==> src/hdl/tree_lowest_common_ancestor_macros.svh <==
// ----------------------------------------------------------------------------
// tree lowest common ancestor assertion macros
// shared concurrent assertion forms, compiled out under ASSERT_OFF
// ----------------------------------------------------------------------------
`ifndef TREE_LOWEST_COMMON_ANCESTOR_MACROS_SVH
`define TREE_LOWEST_COMMON_ANCESTOR_MACROS_SVH
`ifndef ASSERT_OFF
// same-cycle implication
`define TLCA_ASSERT_IMPL(lbl, clk, rst, ante, cons, msg) \
   lbl: assert property (@(posedge clk) disable iff (rst) (ante) |-> (cons)) else $error(msg);
// next-cycle implication
`define TLCA_ASSERT_NEXT(lbl, clk, rst, ante, cons, msg) \
   lbl: assert property (@(posedge clk) disable iff (rst) (ante) |=> (cons)) else $error(msg);
`else
`define TLCA_ASSERT_IMPL(lbl, clk, rst, ante, cons, msg)
`define TLCA_ASSERT_NEXT(lbl, clk, rst, ante, cons, msg)
`endif
`endif

==> src/hdl/tlca_pkg.sv <==
// ----------------------------------------------------------------------------
// tlca_pkg
// shared types and codes of the lowest common ancestor block
// ----------------------------------------------------------------------------
package tlca_pkg;

   localparam int NODE_W = 10;
   localparam int STAT_W = 2;
   localparam int OP_W   = 2;
   localparam int CFG_W  = 11;

   localparam logic [OP_W-1:0] OP_EDGE  = 2'd0;
   localparam logic [OP_W-1:0] OP_BUILD = 2'd1;
   localparam logic [OP_W-1:0] OP_QUERY = 2'd2;

   localparam logic [STAT_W-1:0] ST_OK    = 2'd0;
   localparam logic [STAT_W-1:0] ST_APART = 2'd1;
   localparam logic [STAT_W-1:0] ST_BAD   = 2'd2;

   typedef struct packed {
      logic [OP_W-1:0]   operation;
      logic [NODE_W-1:0] node_a;
      logic [NODE_W-1:0] node_b;
   } req_type;

   typedef struct packed {
      logic [NODE_W-1:0] ancestor;
      logic [STAT_W-1:0] status;
   } rsp_type;

   typedef enum logic [1:0] {
      CMD_EDGE,
      CMD_BUILD,
      CMD_QUERY,
      CMD_REJECT
   } cmd_kind_type;

   typedef struct packed {
      cmd_kind_type      kind;
      logic [NODE_W-1:0] node_a;
      logic [NODE_W-1:0] node_b;
   } cmd_type;

   typedef enum logic [4:0] {
      S_CLEAR,
      S_IDLE,
      S_E_CHK,
      S_E_CMP,
      S_E_WALK,
      S_B_RD,
      S_B_EV,
      S_L_RD1,
      S_L_RD2,
      S_L_WR,
      S_Q_DP,
      S_Q_DQ,
      S_Q_LIFT,
      S_Q_LIFTW,
      S_Q_RDP,
      S_Q_RDQ,
      S_Q_EV,
      S_Q_FP,
      S_Q_FQ,
      S_Q_FEV,
      S_RESP
   } state_type;

endpackage

==> src/hdl/tlca_front.sv <==
// ----------------------------------------------------------------------------
// tlca_front
// accepts requests, range checks them and classifies them into commands
// ----------------------------------------------------------------------------
module tlca_front #(
   parameter int MAX_NODES = 1024
) (
   input  logic                              req_valid,
   output logic                              req_ready,
   input  tlca_pkg::req_type                 req_data,
   input  logic [$clog2(MAX_NODES+1)-1:0]    node_count,
   input  logic                              clearing,
   input  logic                              q_full,
   output logic                              push,
   output tlca_pkg::cmd_type                 push_data
);

   localparam int CW = $clog2(MAX_NODES + 1);
   localparam int KW = (CW > tlca_pkg::NODE_W) ? CW : tlca_pkg::NODE_W;

   logic a_ok;
   logic b_ok;

   assign a_ok = KW'(req_data.node_a) < KW'(node_count);
   assign b_ok = KW'(req_data.node_b) < KW'(node_count);

   always_comb begin
      push_data.node_a = req_data.node_a;
      push_data.node_b = req_data.node_b;
      case (req_data.operation)
         tlca_pkg::OP_EDGE: begin
            push_data.kind = (a_ok && b_ok && (req_data.node_a != req_data.node_b)) ?
                             tlca_pkg::CMD_EDGE : tlca_pkg::CMD_REJECT;
         end
         tlca_pkg::OP_BUILD: begin
            push_data.kind = tlca_pkg::CMD_BUILD;
         end
         tlca_pkg::OP_QUERY: begin
            push_data.kind = (a_ok && b_ok) ? tlca_pkg::CMD_QUERY : tlca_pkg::CMD_REJECT;
         end
         default: begin
            push_data.kind = tlca_pkg::CMD_REJECT;
         end
      endcase
   end

   // no intake while the parent table is being cleared
   assign req_ready = !q_full && !clearing;
   assign push      = req_valid && req_ready;

endmodule

==> config.mk <==
export PLATFORM = sky130hd
export DESIGN_NAME = tlca_front
export DESIGN_NICKNAME = d
export VERILOG_FILES = /design/src/hdl/tree_lowest_common_ancestor_macros.svh /design/src/hdl/tlca_pkg.sv /design/src/hdl/tlca_front.sv
export SDC_FILE = /design/constraint.sdc
export NUM_CORES = 1
export LEC_CHECK = 0
export BUFFER_PORTS_ARGS = -buffer_cell sky130_fd_sc_hd__buf_2
export CAP_MARGIN = 10
export CELL_PAD_IN_SITES_DETAIL_PLACEMENT = 1
export CELL_PAD_IN_SITES_GLOBAL_PLACEMENT = 2
export CORE_ASPECT_RATIO = 0.75
export CORE_MARGIN = 1.5
export CORE_UTILIZATION = 18
export DETAILED_ROUTE_END_ITERATION = 10
export PLACE_DENSITY = 0.78
export SLEW_MARGIN = 40
export SYNTH_ARGS = -nofsm -noshare
export SYNTH_HDL_FRONTEND = slang
export SYNTH_SLANG_ARGS = --single-unit
==> constraint.sdc <==
create_clock -name vclk -period 1.1
set_clock_uncertainty 0.05 [all_clocks]
set_input_delay 0.055 -clock vclk [all_inputs]
set_output_delay 0.055 -clock vclk [all_outputs]
set_load 0.01 [all_outputs]
Word-level counts from Yosys, hierarchy flattened
Cells that the tools add are included.
{"block": "classes", "eq_ne": 3, "mul": 0, "n_reduce_logical": 7, "magnitude_cmp": 2, "shift": 0, "bitwise_logic": 0, "add_sub_neg": 0, "n_div": 0, "n_mux": 3}
{"operator": "less-than comparator 10 x 11 -> 1 bit", "count": 2}
{"operator": "!= test 10 bit", "count": 1}
{"operator": "case mux 2 bit (3 select lines)", "count": 1}
{"operator": "logical AND 1 bit", "count": 4}
{"operator": "== test 2 x 1 -> 1 bit, second input constant", "count": 1}
{"operator": "== test 2 bit, second input constant", "count": 1}
{"operator": "zero test 1 bit", "count": 2}
{"operator": "zero test 2 bit", "count": 1}
{"operator": "two-way mux 2 bit", "count": 1}
{"operator": "two-way mux 1 bit", "count": 1}
{"block": "word_totals", "reg_bits": 0, "wordCells": 15, "mem_bits_rw": 0, "output_inout_bits": 24, "latch_bits": 0, "rom_bits": 0, "n_memories": 0}

Longest topological paths before layout
{"block": "logic_depth", "word_depth": 5, "mapped_depth": 6, "ltp_nobuf": 6}

Least setup slack after synthesis
OpenSTA, ideal clock, no wires.
{"block": "synth_path", "path_kind": "input -> output", "from": "in node_count[6]", "to": "out push_data[21] in the netlist's numbering", "arrival_ns": 1.075, "cell_stages": 6, "slack_ns": -0.080, "n_path_buf": 0, "required_time_ns": 0.995, "path_cell_list": "inv_1 -> ha_1 -> nand2_1 -> o21a_1 -> o22a_1 -> a41oi_1"}
{"item": "from (decl)", "line": "tlca_front.sv:11", "source": "input logic [$clog2(MAX_NODES+1)-1:0] node_count,"}
{"item": "to (decl)", "line": "tlca_front.sv:15", "source": "output tlca_pkg::cmd_type push_data"}

==> metrics.txt <==
Synth area leaders ha_1 (30%), buf_4 (20%), xor2_1 (12%), inv_1 (5.1%), a21oi_1 (4.0%); wire length per cell around 12 um; grt met1 use 12.0%; Starting Density 19.5%; Max Slew Vio Count 0; Tot Pwr about 450 uW; Post-Syn Instances 97; status finished, violations left; Nets 200; Total GRT Usage a little under a tenth; Power Dens Cells between 300 and 400 mW/mm2; routing usage on met3 less than 1%; initial antenna violation count 0; unique cell type count in the Yosys netlist 23; Leakage 0.000589 uW; relative max-transition margin between 70% and 80%; final setup margin -0.243 ns; global-route layer with the greatest usage met2; first-pass GRT wire length 3.53 mm; Final Core Density between 30 and 40%; Synth top area share between 30% and 40%; Post-Syn Area about 740 um2; Final Non-Filler Cells around 200; Syn-to-layout area delta 55.1%; Final Hold Fails 0; Post-synth top cells buf_4 (20), ha_1 (18), inv_1 (10), xor2_1 (10), nand2_1 (7); fill count 488; drc violations 0; Syn Nets 151; post-synthesis sequential area ratio 0%; post-route clock period utilization 122%; Die ar. 0.00452 mm2; DRT Wirelength between 2 and 2.5 mm; number of DRC markers in iteration 0 6; largest net degree at the start of global routing 4; area of the multi-input gates roughly 660 um2; # clk buffers 0; Hold Crit Class in2out; critical path class in2out; worst slew pin tran 0.309 ns; layout cell share with drive strength beyond 1 between 50 and 60%; hold path endpoint push_data[10]; final setup vio count 2; vias in the first global route about 790; highest ir drop seen on vdd about 0.00015 V; most frequent cell after synthesis buf_4; chip height slightly below 60 um; crit path DAT ~1.2 ns; largest fanout on the critical path 3; hold_ws roughly 0.29 ns; RSZ-0062 raised after global routing yes; Die Span X around 77 um; core area 0.00380 mm2; row cnt 19; IO buf count 60; Final GP Congestion 0.750; hold-critical path depth 2; number of sequential cells 0; IO Pins 60; worst path required time 1.00 ns; failing checks setup timing; Startpoint Class input port; Critical Path Sink Type output pin; drt pass-1 iters 4; # diodes 0; min Tclk post-route about 1.3 ns; sequential standard cell area 0 um2; antenna-violating nets left 0; dpl cells between 150 and 200; worst hold path startpoint req_data[10]; DR vias/cell between 4 and 5; CTS Hold Bufs 0; Avg Synthesized Cell Area about 7.6 um2; dpl hpwl roughly 2.1 mm; GR met2 Demand/Resource a little under a fifth; # Max-Cap Violations 0; vias between 800 and 900; fmax 744 MHz; area leader, netlist ha_1; GRT overflow 0; Syn. warnings 0
[critical path, cell delays in order]
cell	delay [ns]
buf_2	0.12
ha_1	0.29
nand2_2	0.07
o21a_1	0.16
o22a_1	0.22
a41oi_2	0.16
buf_2	0.15
[what timing repair did]
item | 4_1_cts | 5_1_grt
pin swaps | 7 | 9
gates cloned | 0 | 0
setup buffers | 2 | 0
setup endpoints to repair | 2 | 2
endpoints found under the hold margin | 0 | 0
gates resized for setup | 8 | 12
[final cells by class]
type                            count  share of cell area (%)
Timing Repair Buffer               67                    33.6
Inverter                           10                    3.26
Tap cell                           52                    5.65
Multi-Input combinational cell     67                    57.5
[per-layer routing]
layer | up-vias | share of wire [%] | wire [um]
met4 | 0 | 0 | 0
met2 | 30 | 51 | 1180
li1 | 411 | - | -
met1 | 368 | 43 | 1010
met5 | - | 0 | 0
met3 | 0 | 5.7 | 132
[how the worst max path moves through the flow]
stage                       start            end  slack, ns
floorplan           node_count[6]  push_data[21]     0.0004
global placement    node_count[9]  push_data[21]      -0.32
detailed placement  node_count[9]  push_data[21]      -0.31
CTS                  req_data[11]  push_data[21]      -0.27
global route        node_count[9]  push_data[21]      -0.31
finish               req_data[15]  push_data[21]      -0.24
[through the flow]
| step | setup WS [ns] | setup TNS [ns] | cell area [um2] |
|---|---|---|---|
| floorplan | 0.000406 | 0 | 787 |
| global placement | -0.320 | -0.561 | 1040 |
| detailed placement | -0.313 | -0.549 | 1040 |
| CTS | -0.270 | -0.527 | 1090 |
| global route | -0.310 | -0.569 | 1150 |
| finish | -0.243 | -0.433 | 1150 |
[cell families after synthesis]
group | Yosys count | share of synthesized area (%)
XOR/XNOR | 10 | 11.8
AO/OA/AOI/OAI | 18 | 16.0
AND/OR/NAND/NOR | 21 | 16.5
buffers and inverters | 30 | 25.3
adder cells (fa/ha/maj) | 18 | 30.4
[power breakdown]
group          switching (uW)  internal [uW]  leakage, uW
Clock                       0              0            0
Sequential                  0              0            0
Combinational             228            224     0.000589
[placed cells by master, fill, tap and decap left out]
master / Yosys / final
a22oi_2: 0 / 1
o21ai_1: 0 / 2
o21a_1: 2 / 2
inv_2: 0 / 3
nor4_2: 2 / 2
a31oi_1: 1 / 1
xor2_2: 0 / 2
a21o_1: 1 / 1
nor2_1: 2 / 2
and2_1: 1 / 1
ha_1: 18 / 13
inv_1: 10 / 7
nand2_2: 0 / 1
nand4_1: 1 / 1
ha_4: 0 / 5
buf_6: 0 / 5
nor2b_1: 3 / 3
a41oi_2: 0 / 1
a41oi_1: 2 / 1
nor3_2: 0 / 2
a211oi_2: 0 / 1
a21oi_1: 6 / 6
nand4b_1: 2 / 2
nand3_1: 1 / 1
buf_8: 0 / 1
a31o_2: 1 / 1
xor2_1: 10 / 8
buf_2: 0 / 57
buf_4: 20 / 4
nand2_1: 7 / 6
o22a_1: 1 / 1
Note: power is estimated with default switching activity, not from simulation.
