File: src/hdl/tree_lowest_common_ancestor_macros.svh
// ----------------------------------------------------------------------------
// tree lowest common ancestor assertion macros
// shared concurrent assertion forms, compiled out under ASSERT_OFF
// ----------------------------------------------------------------------------
`ifndef TREE_LOWEST_COMMON_ANCESTOR_MACROS_SVH
`define TREE_LOWEST_COMMON_ANCESTOR_MACROS_SVH
`ifndef ASSERT_OFF
// same-cycle implication
`define TLCA_ASSERT_IMPL(lbl, clk, rst, ante, cons, msg) \
   lbl: assert property (@(posedge clk) disable iff (rst) (ante) |-> (cons)) else $error(msg);
// next-cycle implication
`define TLCA_ASSERT_NEXT(lbl, clk, rst, ante, cons, msg) \
   lbl: assert property (@(posedge clk) disable iff (rst) (ante) |=> (cons)) else $error(msg);
`else
`define TLCA_ASSERT_IMPL(lbl, clk, rst, ante, cons, msg)
`define TLCA_ASSERT_NEXT(lbl, clk, rst, ante, cons, msg)
`endif
`endif

File: src/hdl/tlca_pkg.sv
// ----------------------------------------------------------------------------
// tlca_pkg
// shared types and codes of the lowest common ancestor block
// ----------------------------------------------------------------------------
package tlca_pkg;

   localparam int NODE_W = 10;
   localparam int STAT_W = 2;
   localparam int OP_W   = 2;
   localparam int CFG_W  = 11;

   localparam logic [OP_W-1:0] OP_EDGE  = 2'd0;
   localparam logic [OP_W-1:0] OP_BUILD = 2'd1;
   localparam logic [OP_W-1:0] OP_QUERY = 2'd2;

   localparam logic [STAT_W-1:0] ST_OK    = 2'd0;
   localparam logic [STAT_W-1:0] ST_APART = 2'd1;
   localparam logic [STAT_W-1:0] ST_BAD   = 2'd2;

   typedef struct packed {
      logic [OP_W-1:0]   operation;
      logic [NODE_W-1:0] node_a;
      logic [NODE_W-1:0] node_b;
   } req_type;

   typedef struct packed {
      logic [NODE_W-1:0] ancestor;
      logic [STAT_W-1:0] status;
   } rsp_type;

   typedef enum logic [1:0] {
      CMD_EDGE,
      CMD_BUILD,
      CMD_QUERY,
      CMD_REJECT
   } cmd_kind_type;

   typedef struct packed {
      cmd_kind_type      kind;
      logic [NODE_W-1:0] node_a;
      logic [NODE_W-1:0] node_b;
   } cmd_type;

   typedef enum logic [4:0] {
      S_CLEAR,
      S_IDLE,
      S_E_CHK,
      S_E_CMP,
      S_E_WALK,
      S_B_RD,
      S_B_EV,
      S_L_RD1,
      S_L_RD2,
      S_L_WR,
      S_Q_DP,
      S_Q_DQ,
      S_Q_LIFT,
      S_Q_LIFTW,
      S_Q_RDP,
      S_Q_RDQ,
      S_Q_EV,
      S_Q_FP,
      S_Q_FQ,
      S_Q_FEV,
      S_RESP
   } state_type;

endpackage

File: src/hdl/tlca_queue.sv
// ----------------------------------------------------------------------------
// tlca_queue
// two-entry command queue between front and back
// ----------------------------------------------------------------------------
module tlca_queue (
   input  logic              clock,
   input  logic              reset,
   input  logic              push,
   input  tlca_pkg::cmd_type push_data,
   output logic              full,
   input  logic              pop,
   output logic              head_valid,
   output tlca_pkg::cmd_type head_data
);

   tlca_pkg::cmd_type ent_ff [2];
   logic       wr_ptr_ff;
   logic       wr_ptr_in;
   logic       rd_ptr_ff;
   logic       rd_ptr_in;
   logic [1:0] count_ff;
   logic [1:0] count_in;

   always_comb begin
      wr_ptr_in = push ? !wr_ptr_ff : wr_ptr_ff;
      rd_ptr_in = pop ? !rd_ptr_ff : rd_ptr_ff;
      count_in  = count_ff + 2'(push) - 2'(pop);
   end

   always_ff @(posedge clock) begin
      if (reset) begin
         wr_ptr_ff <= 1'b0;
         rd_ptr_ff <= 1'b0;
         count_ff  <= 2'd0;
      end else begin
         wr_ptr_ff <= wr_ptr_in;
         rd_ptr_ff <= rd_ptr_in;
         count_ff  <= count_in;
      end
   end

   always_ff @(posedge clock) begin
      if (push) begin
         ent_ff[wr_ptr_ff] <= push_data;
      end
   end

   assign full       = count_ff == 2'd2;
   assign head_valid = count_ff != 2'd0;
   assign head_data  = ent_ff[rd_ptr_ff];

endmodule

File: config.mk
export PLATFORM = sky130hd
export DESIGN_NAME = tlca_queue
export DESIGN_NICKNAME = d
export VERILOG_FILES = /design/src/hdl/tree_lowest_common_ancestor_macros.svh /design/src/hdl/tlca_pkg.sv /design/src/hdl/tlca_queue.sv
export SDC_FILE = /design/constraint.sdc
export NUM_CORES = 1
export LEC_CHECK = 0
export CAP_MARGIN = 15
export CORE_MARGIN = 2
export CORE_UTILIZATION = 60
export DETAILED_ROUTE_END_ITERATION = 12
export DONT_BUFFER_PORTS = 1
export GPL_ROUTABILITY_DRIVEN = 0
export PLACE_DENSITY = 0.73
export SYNTH_ARGS = -nofsm -noshare
export SYNTH_HDL_FRONTEND = slang
export SYNTH_SLANG_ARGS = --single-unit
File: constraint.sdc
create_clock -name clock -period 5.77 [get_ports clock]
set_clock_uncertainty 0.1 [all_clocks]
set_input_delay 1.154 -clock clock [delete_from_list [all_inputs] [get_ports clock]]
set_output_delay 1.154 -clock clock [all_outputs]
set_load 0.01 [all_outputs]
Word-level counts from Yosys, hierarchy flattened
Memory sizes are Yosys's and may differ from the RTL's. A register that Yosys moved wholly into a read port is not among the register bits. Cells that the tools add are included. Widths: inputs -> output; s select.

Add/subtract/negate cells: 2. Eq/ne operators: 1. Multiplexer cells: 4. Reductions and logical operators: 3.

Operator list (number): $mux 1 (4); $add 2x1->2 (1); $eq 2x2->1 const B (1); $logic_not 1->1 (2); $reduce_bool 2->1 (1); $sub 2x1->2 (1).

Register bits after elaboration: 4. RAM bits: 44. Input bits: 26. Output and inout bits: 24. Word-level logic and storage cells: 14. Memories kept: 1.

Memories: ent_ff (words 2, width 22, read ports 1, clocked after memory_dff 1, write ports 1, RTL line tlca_queue.sv:16) `tlca_pkg::cmd_type ent_ff [2];`.

Depth between registers and ports, before layout
Gate-level depths: netlist of run 1.

Depth after elaboration: 3. Gate-level depth with buffers: 6. Depth with buffers taken out: 6.

Worst setup path before layout of run 1
OpenSTA, ideal clock, no wires.

Path kind: input port to flip-flop. Start: input port push. End: memory ent_ff[0][0] (netlist name), enable pin. Library setup time: 403 ps. Arrival: 2174 ps. Required time: 5267 ps. Path slack: 3092 ps. Cell stages on the path: 1. Buffers on the path: 0. Cell sequence: nor2b_1.

Longest elaborated chain between the ends: 2.

RTL lines: start, declared (RTL line tlca_queue.sv:8) `input logic push,`; $mux 1 (RTL line tlca_queue.sv:43) `if (push) begin`; $mux 1 (not written as such) (RTL line tlca_queue.sv:44) `ent_ff[wr_ptr_ff] <= push_data;`; end, declared (RTL line tlca_queue.sv:16).

Every way passes these cells.

==> results of run 1 <==
## where the power goes
group / total, W / internal, W / switching [W] / leakage (nW)
registers: 0.000427 / 0.000413 / 0.0000131 / 0.455
logic: 0.0000630 / 0.0000307 / 0.0000323 / 0.145
clock network: 0.000147 / 0.0000477 / 0.0000989 / 0.0245
## per-stage QoR
stage | instance area, um^2 | total power [W] | setup slack [ns] | hold WS [ns]
after floorplan | 1810 | 0.0004894 | 3.092 | 0.3799
after global placement | 1829 | 0.0004963 | 3.093 | 0.3965
after detailed placement | 1829 | 0.0004992 | 3.089 | 0.4293
after CTS | 1886 | 0.0006456 | 2.660 | 0.4631
after global routing | 1886 | 0.0006609 | 2.596 | 0.5027
final | 1886 | 0.0006361 | 2.731 | 0.4521
## worst max path at each step
stage / end / slack, ns
finish: head_data[13] / 2.73
global route: head_data[13] / 2.60
CTS: head_data[3] / 2.66
detailed placement: head_data[3] / 3.09
global placement: head_data[12] / 3.09
floorplan: ent_ff[0][0]$_DFFE_PP_ / 3.09
## metal layers
| layer | GRT usage | vias to the layer above |
|---|---|---|
| met1 | 0.1369 | 367 |
| met2 | 0.2746 | 31 |
| met5 | 0 | - |
| met3 | 0.07033 | 7 |
| li1 | - | 343 |
| met4 | 0.09740 | 0 |
## worst min-delay path: cells and delay by family, from the launching register on
kind | cells | cell delay (ns)
xor+xnor | 1 | 0.09
simple gates | 1 | 0.08
flops | 1 | 0.35
## cell usage after synthesis
| library cell | instances | area share |
|---|---|---|
| nor2_1 | 4 | 0.0083 |
| edfxtp_1 | 44 | 0.73 |
| and2_1 | 1 | 0.0035 |
| inv_1 | 2 | 0.0041 |
| xnor3_1 | 1 | 0.012 |
| or2_2 | 1 | 0.0035 |
| nor2b_1 | 3 | 0.010 |
| dfxtp_1 | 5 | 0.055 |
| buf_6 | 2 | 0.012 |
| xnor2_1 | 2 | 0.0097 |
| mux2_2 | 22 | 0.14 |
| ha_1 | 2 | 0.014 |
## cell type report
class                   instances  area share
clock inverters                 2    0.007963
inverters                       2    0.003981
flip-flops and latches         49      0.7538
well taps                      31     0.02057
multi-input cells              36      0.1918
clock buffers                   6     0.02190
## cells by family (layout without fill, tap and decap cells)
group         Yosys count  in the layout  synth area share
flops                  49             49            0.7851
mux                    22             22            0.1368
simple gates            9              9           0.02557
buf+inv                 4             10           0.01659
xor+xnor                3              3           0.02212
fa+ha+maj               2              2           0.01382
## placed cells by master, fill, tap and decap left out
cell,n
xnor2_1,2
dfxtp_1,5
mux2_2,22
nor2b_2,1
ha_1,2
or2_2,1
clkbuf_1,1
clkinvlp_4,2
and2_1,1
clkbuf_4,5
nor2_1,4
edfxtp_1,44
inv_1,2
nor2b_1,2
xnor3_1,1
## state kept, by name, summed over array words and instances, names as in the netlist, named ones only
register and cells:
count_ff 2, ent_ff 44, rd_ptr_ff 1, wr_ptr_ff 1
==> run_results.csv, run 1 <==
group,metric,value,unit
cts,cts_buffers,5,
setup_path,r2r-end,"ent_ff[0][9]$_DFFE_PP_",
setup_path,critPathKind,"reg2out",
drt,met2RoutedLength,1336,um
floorplanning,rows,19,
setup_path,crit_path_end_kind,"output pin",
layout,diodes,0,
yosys,syn_area,1810,um^2
hold_path,worstHoldPathType,"reg2reg",
place,dp_cells,118,
timing,tns,0,ns
grt,antenna_found_initial,0,
drt,drtIter0Drc,16,
cts,clkTransAtPathRegs,0.13,ns
outcome,status,"finished with violations",
timing,hold_viol,0,
drt,wl_per_cell,19.22,um
yosys,synth-seq-cells,49,
drt,drc_errors,2,
floorplanning,die-area,3473,um^2
power,power.leakage,0.6241,nW
cts,cts_setup_buffers,0,
setup_path,crit_family,"flip-flops",
power,peakVddDrop,0.2409,mV
grt,grt_max_degree,23,
layout,multiInputGateArea,361.6,um^2
yosys,synth_fp_nets,117,
drt,wl_met1,809,um
drt,drt_wl_total,2422,um
flow_run,max_cap_viol_count,0,
setup_path,timing.rr.start,"wr_ptr_ff$_SDFFE_PP0P_",
yosys,syn_inst,89,
power,p_per_area,337.4,nW/um^2
yosys,seq_area_frac_synth,0.7851,
drt,met3_length,222,um
yosys,yosys.cell_types.count,12,
grt,gr-usage-all-layers,0.1538,
timing,rsz0062_at_grt,"no",
timing,tightest_slew,1.106,ns
cts,ctsRootBufferMaster,"clkbuf_4",
cts,clock_path_buffers,2,
drt,maxUsedRoutingLayer,"met4",
yosys,yosysWarningCount,0,
grt,gr-total-overflow,0,
setup_path,crit_path_max_incr_delay,0.96,ns
floorplanning,core_area,2805,um^2
layout,nets,122,
floorplanning,dieHeight,58.93,um
setup_path,crit_buf_inv,0,
timing,post-route-min-period,3.039,ns
setup_path,rrSetupSlack,4.07,ns
setup_path,critPathMaxFanout,22,
grt,grt_pass1_vias,790,
timing,period_share,0.5266,
cts,clock-sinks,49,
drt,dr_total_vias,748,
cts,cts_tree,"yes",
hold_path,hold_path.startpoint,"rd_ptr_ff$_SDFFE_PP0P_",
layout,seq_area,1421,um^2
setup_path,reg2reg_depth,1,
cts,h-tree-depth,2,
layout,layout.cells.non_filler,126,
place,numPortBuffers,0,
drt,vias_per_cell,5.937,
layout,syn2layout_area_growth,4.147,%
setup_path,slowest_stage,"dfxtp_1",
hold_path,whs_path_depth,2,
cts,cts-resized-gates,0,
layout,final_layout_size_suffix_gt1_frac,0.3263,
setup_path,worstPathArrival,1.78,ns
layout,nFillCells,198,
drt,drt_pass1_iterations,8,
timing,clock.fmax,0.3291,GHz
setup_path,cp_cell_sequence,"mux2_2",
outcome,violations,"design-rule violations",
place,hpwl,1594,um
floorplanning,num_io_pins,50,
yosys,synth_area_per_cell,20.34,um^2
setup_path,startpoint_type,"flop",
floorplanning,start_util,0.6454,
setup_path,cp.depth,1,
setup_path,worstPathRequired,4.52,ns
floorplanning,die_w,58.93,um
timing,max_slew_margin,0.2594,
timing,slew_viol_final,0,
cts,postCtsHoldBufs,0,
timing,setup-violations-final,0,
cts,clock_latency,0.35,ns
layout,final_core_util,0.6722,
drt,drtAntennaViolNets,0,
grt,grt_pass1_wl,3574,um
Power figures use the tool's default switching activity.
==> run 2: changes to the inputs <==
--- a/config.mk
+++ b/config.mk
@@ -7,11 +7,11 @@
 export LEC_CHECK = 0
 export CAP_MARGIN = 15
 export CORE_MARGIN = 2
-export CORE_UTILIZATION = 60
+export CORE_UTILIZATION = 55
 export DETAILED_ROUTE_END_ITERATION = 12
 export DONT_BUFFER_PORTS = 1
 export GPL_ROUTABILITY_DRIVEN = 0
-export PLACE_DENSITY = 0.73
+export PLACE_DENSITY = 0.7
 export SYNTH_ARGS = -nofsm -noshare
 export SYNTH_HDL_FRONTEND = slang
 export SYNTH_SLANG_ARGS = --single-unit
==> constraint.sdc (replaced) <==
create_clock -name clock -period 2.7 [get_ports clock]
set_clock_uncertainty 0.1 [all_clocks]
set_input_delay 0.54 -clock clock [delete_from_list [all_inputs] [get_ports clock]]
set_output_delay 0.54 -clock clock [all_outputs]
set_load 0.01 [all_outputs]
==> run_results.csv, run 2 (same netlist as run 1, synthesis figures left out) <==
group,metric,value,unit
grt,antenna_found_initial,0,
cts,clock_path_buffers,2,
grt,grt_pass1_vias,828,
timing,rsz0062_at_grt,"no",
floorplanning,die_w,61.38,um
outcome,status,"completed",
timing,clock.fmax,0.4943,GHz
place,numPortBuffers,0,
setup_path,worstPathRequired,2.06,ns
layout,largest_reg_flops,44,
floorplanning,rows,20,
drt,drt_pass1_iterations,4,
layout,syn2layout_area_growth,6.012,%
drt,vias_per_cell,5.324,
hold_path,min_to,"count_ff[0]$_SDFF_PP0_",
power,swShare,0.2223,
hold_path,hold_path.startpoint,"reset",
power,power.share.clock,0.222,
floorplanning,start_util,0.5835,
layout,layout_common_cells,"edfxtp_1 (44), mux2_2 (22), dfxtp_1 (5), clkbuf_4 (5), nor2_1 (4)",
cts,clock-sinks,49,
cts,postCtsHoldBufs,0,
floorplanning,core_area,3103,um^2
floorplanning,dieHeight,61.38,um
setup_path,slowest_stage,"mux2_2",
drt,drtIter0Drc,17,
timing,period_share,0.7493,
power,p_total,0.001353,W
setup_path,startpoint_type,"flop",
cts,cts_tree,"yes",
cts,clock_latency,0.35,ns
layout,final_core_util,0.6185,
power,intPower,0.001053,W
flow_run,max_cap_viol_count,0,
grt,grt_max_degree,23,
timing,post-route-min-period,2.023,ns
timing,max_slew_margin,0.6398,
setup_path,cp_cell_sequence,"buf_4, mux2_2",
setup_path,crit_path_end_kind,"output pin",
power,peakVddDrop,0.4075,mV
timing,setup-violations-final,0,
power,p_per_area,705.1,nW/um^2
floorplanning,num_io_pins,50,
timing,hold_viol,0,
floorplanning,die-area,3767,um^2
place,dp_cells,134,
setup_path,rrSetupSlack,1.16,ns
cts,h-tree-depth,2,
power,netSwitchingPower,0.0003009,W
timing,tns,0,ns
drt,drt_wl_total,2487,um
cts,clkTransAtPathRegs,0.12,ns
layout,nets,125,
grt,gr-total-overflow,0,
setup_path,crit_path_max_incr_delay,0.42,ns
setup_path,crit_family,"multiplexers",
place,hpwl,1735,um
setup_path,worstPathArrival,1.38,ns
grt,grt_pass1_wl,3684,um
drt,drtAntennaViolNets,0,
layout,layout.cells.non_filler,142,
timing,finalWorstSetupSlack,0.6769,ns
power,p_seq_frac,0.663,
setup_path,timing.rr.start,"count_ff[0]$_SDFF_PP0_",
drt,wl_per_cell,17.51,um
power,power.leakage,0.6470,nW
cts,cts_setup_buffers,0,
layout,final_layout_size_suffix_gt1_frac,0.3469,
setup_path,reg2reg_depth,6,
setup_path,critPathKind,"reg2out",
layout,reg.largest.list,"ent_ff: 44 flops, count_ff: 2 flops",
layout,regMostFlops,"ent_ff",
timing,tightest_slew,0.5379,ns
setup_path,r2r-end,"count_ff[1]$_SDFF_PP0_",
layout,diodes,0,
hold_path,whs_path_depth,1,
drt,dr_total_vias,756,
cts,ctsRootBufferMaster,"clkbuf_4",
layout,mostFrequentLayoutCell,"edfxtp_1",
drt,drc_errors,0,
power,comb_power_share,0.115,
cts,cts_buffers,5,
hold_path,worstHoldPathType,"in2reg",
setup_path,crit_buf_inv,1,
cts,cts-resized-gates,0,
grt,gr-usage-all-layers,0.1480,
setup_path,critPathMaxFanout,22,
timing,slew_viol_final,0,
place,place_ws,0.9550,ns
[run 2: worst max-delay path by stage]
stage | from | end | slack (ns) | cells past startpoint
floorplan | push | ent_ff[0][0]$_DFFE_PP_ | 0.64 | 1
global placement | push | ent_ff[0][4]$_DFFE_PP_ | 1.00 | 2
detailed placement | push | ent_ff[0][6]$_DFFE_PP_ | 0.96 | 2
CTS | flop | head_data[9] | 0.65 | 2
global route | flop | head_data[20] | 0.59 | 2
finish | flop | head_data[9] | 0.68 | 2
[run 2: power by group through the flow]
stage / Combinational, W / Clock (W) / Sequential [W]
2_1_floorplan: 0.000133 / 0 / 0.000913
5_1_grt: 0.000168 / 0.000341 / 0.000904
4_1_cts: 0.000160 / 0.000313 / 0.000899
3_3_place_gp: 0.000152 / 0 / 0.000913
6_report: 0.000156 / 0.000300 / 0.000898
3_5_place_dp: 0.000158 / 0 / 0.000916
[run 2: area by class of cell]
type | count | area (um^2)
multi-input cells | 36 | 361.6
repair buffers | 3 | 22.52
clock inverters | 2 | 10.01
clock buffers | 6 | 41.29
well taps | 44 | 55.05
fillers | 246 | 1184
flip-flops and latches | 49 | 1421
inverters | 2 | 7.507
[run 2: routing by layer]
metal / track usage / share of wire
met2: 0.2538 / 0.55
met1: 0.1391 / 0.32
met3: 0.09454 / 0.12
met5: 0 / 0
met4: 0.06383 / 0.019
[run 2: stage by stage]
step / hold slack, ns / cell area, um^2
6_report: 0.1378 / 1919
3_3_place_gp: 0.3964 / 1868
5_1_grt: 0.1094 / 1919
2_1_floorplan: 0.3799 / 1810
3_5_place_dp: 0.4100 / 1868
4_1_cts: 0.1216 / 1919
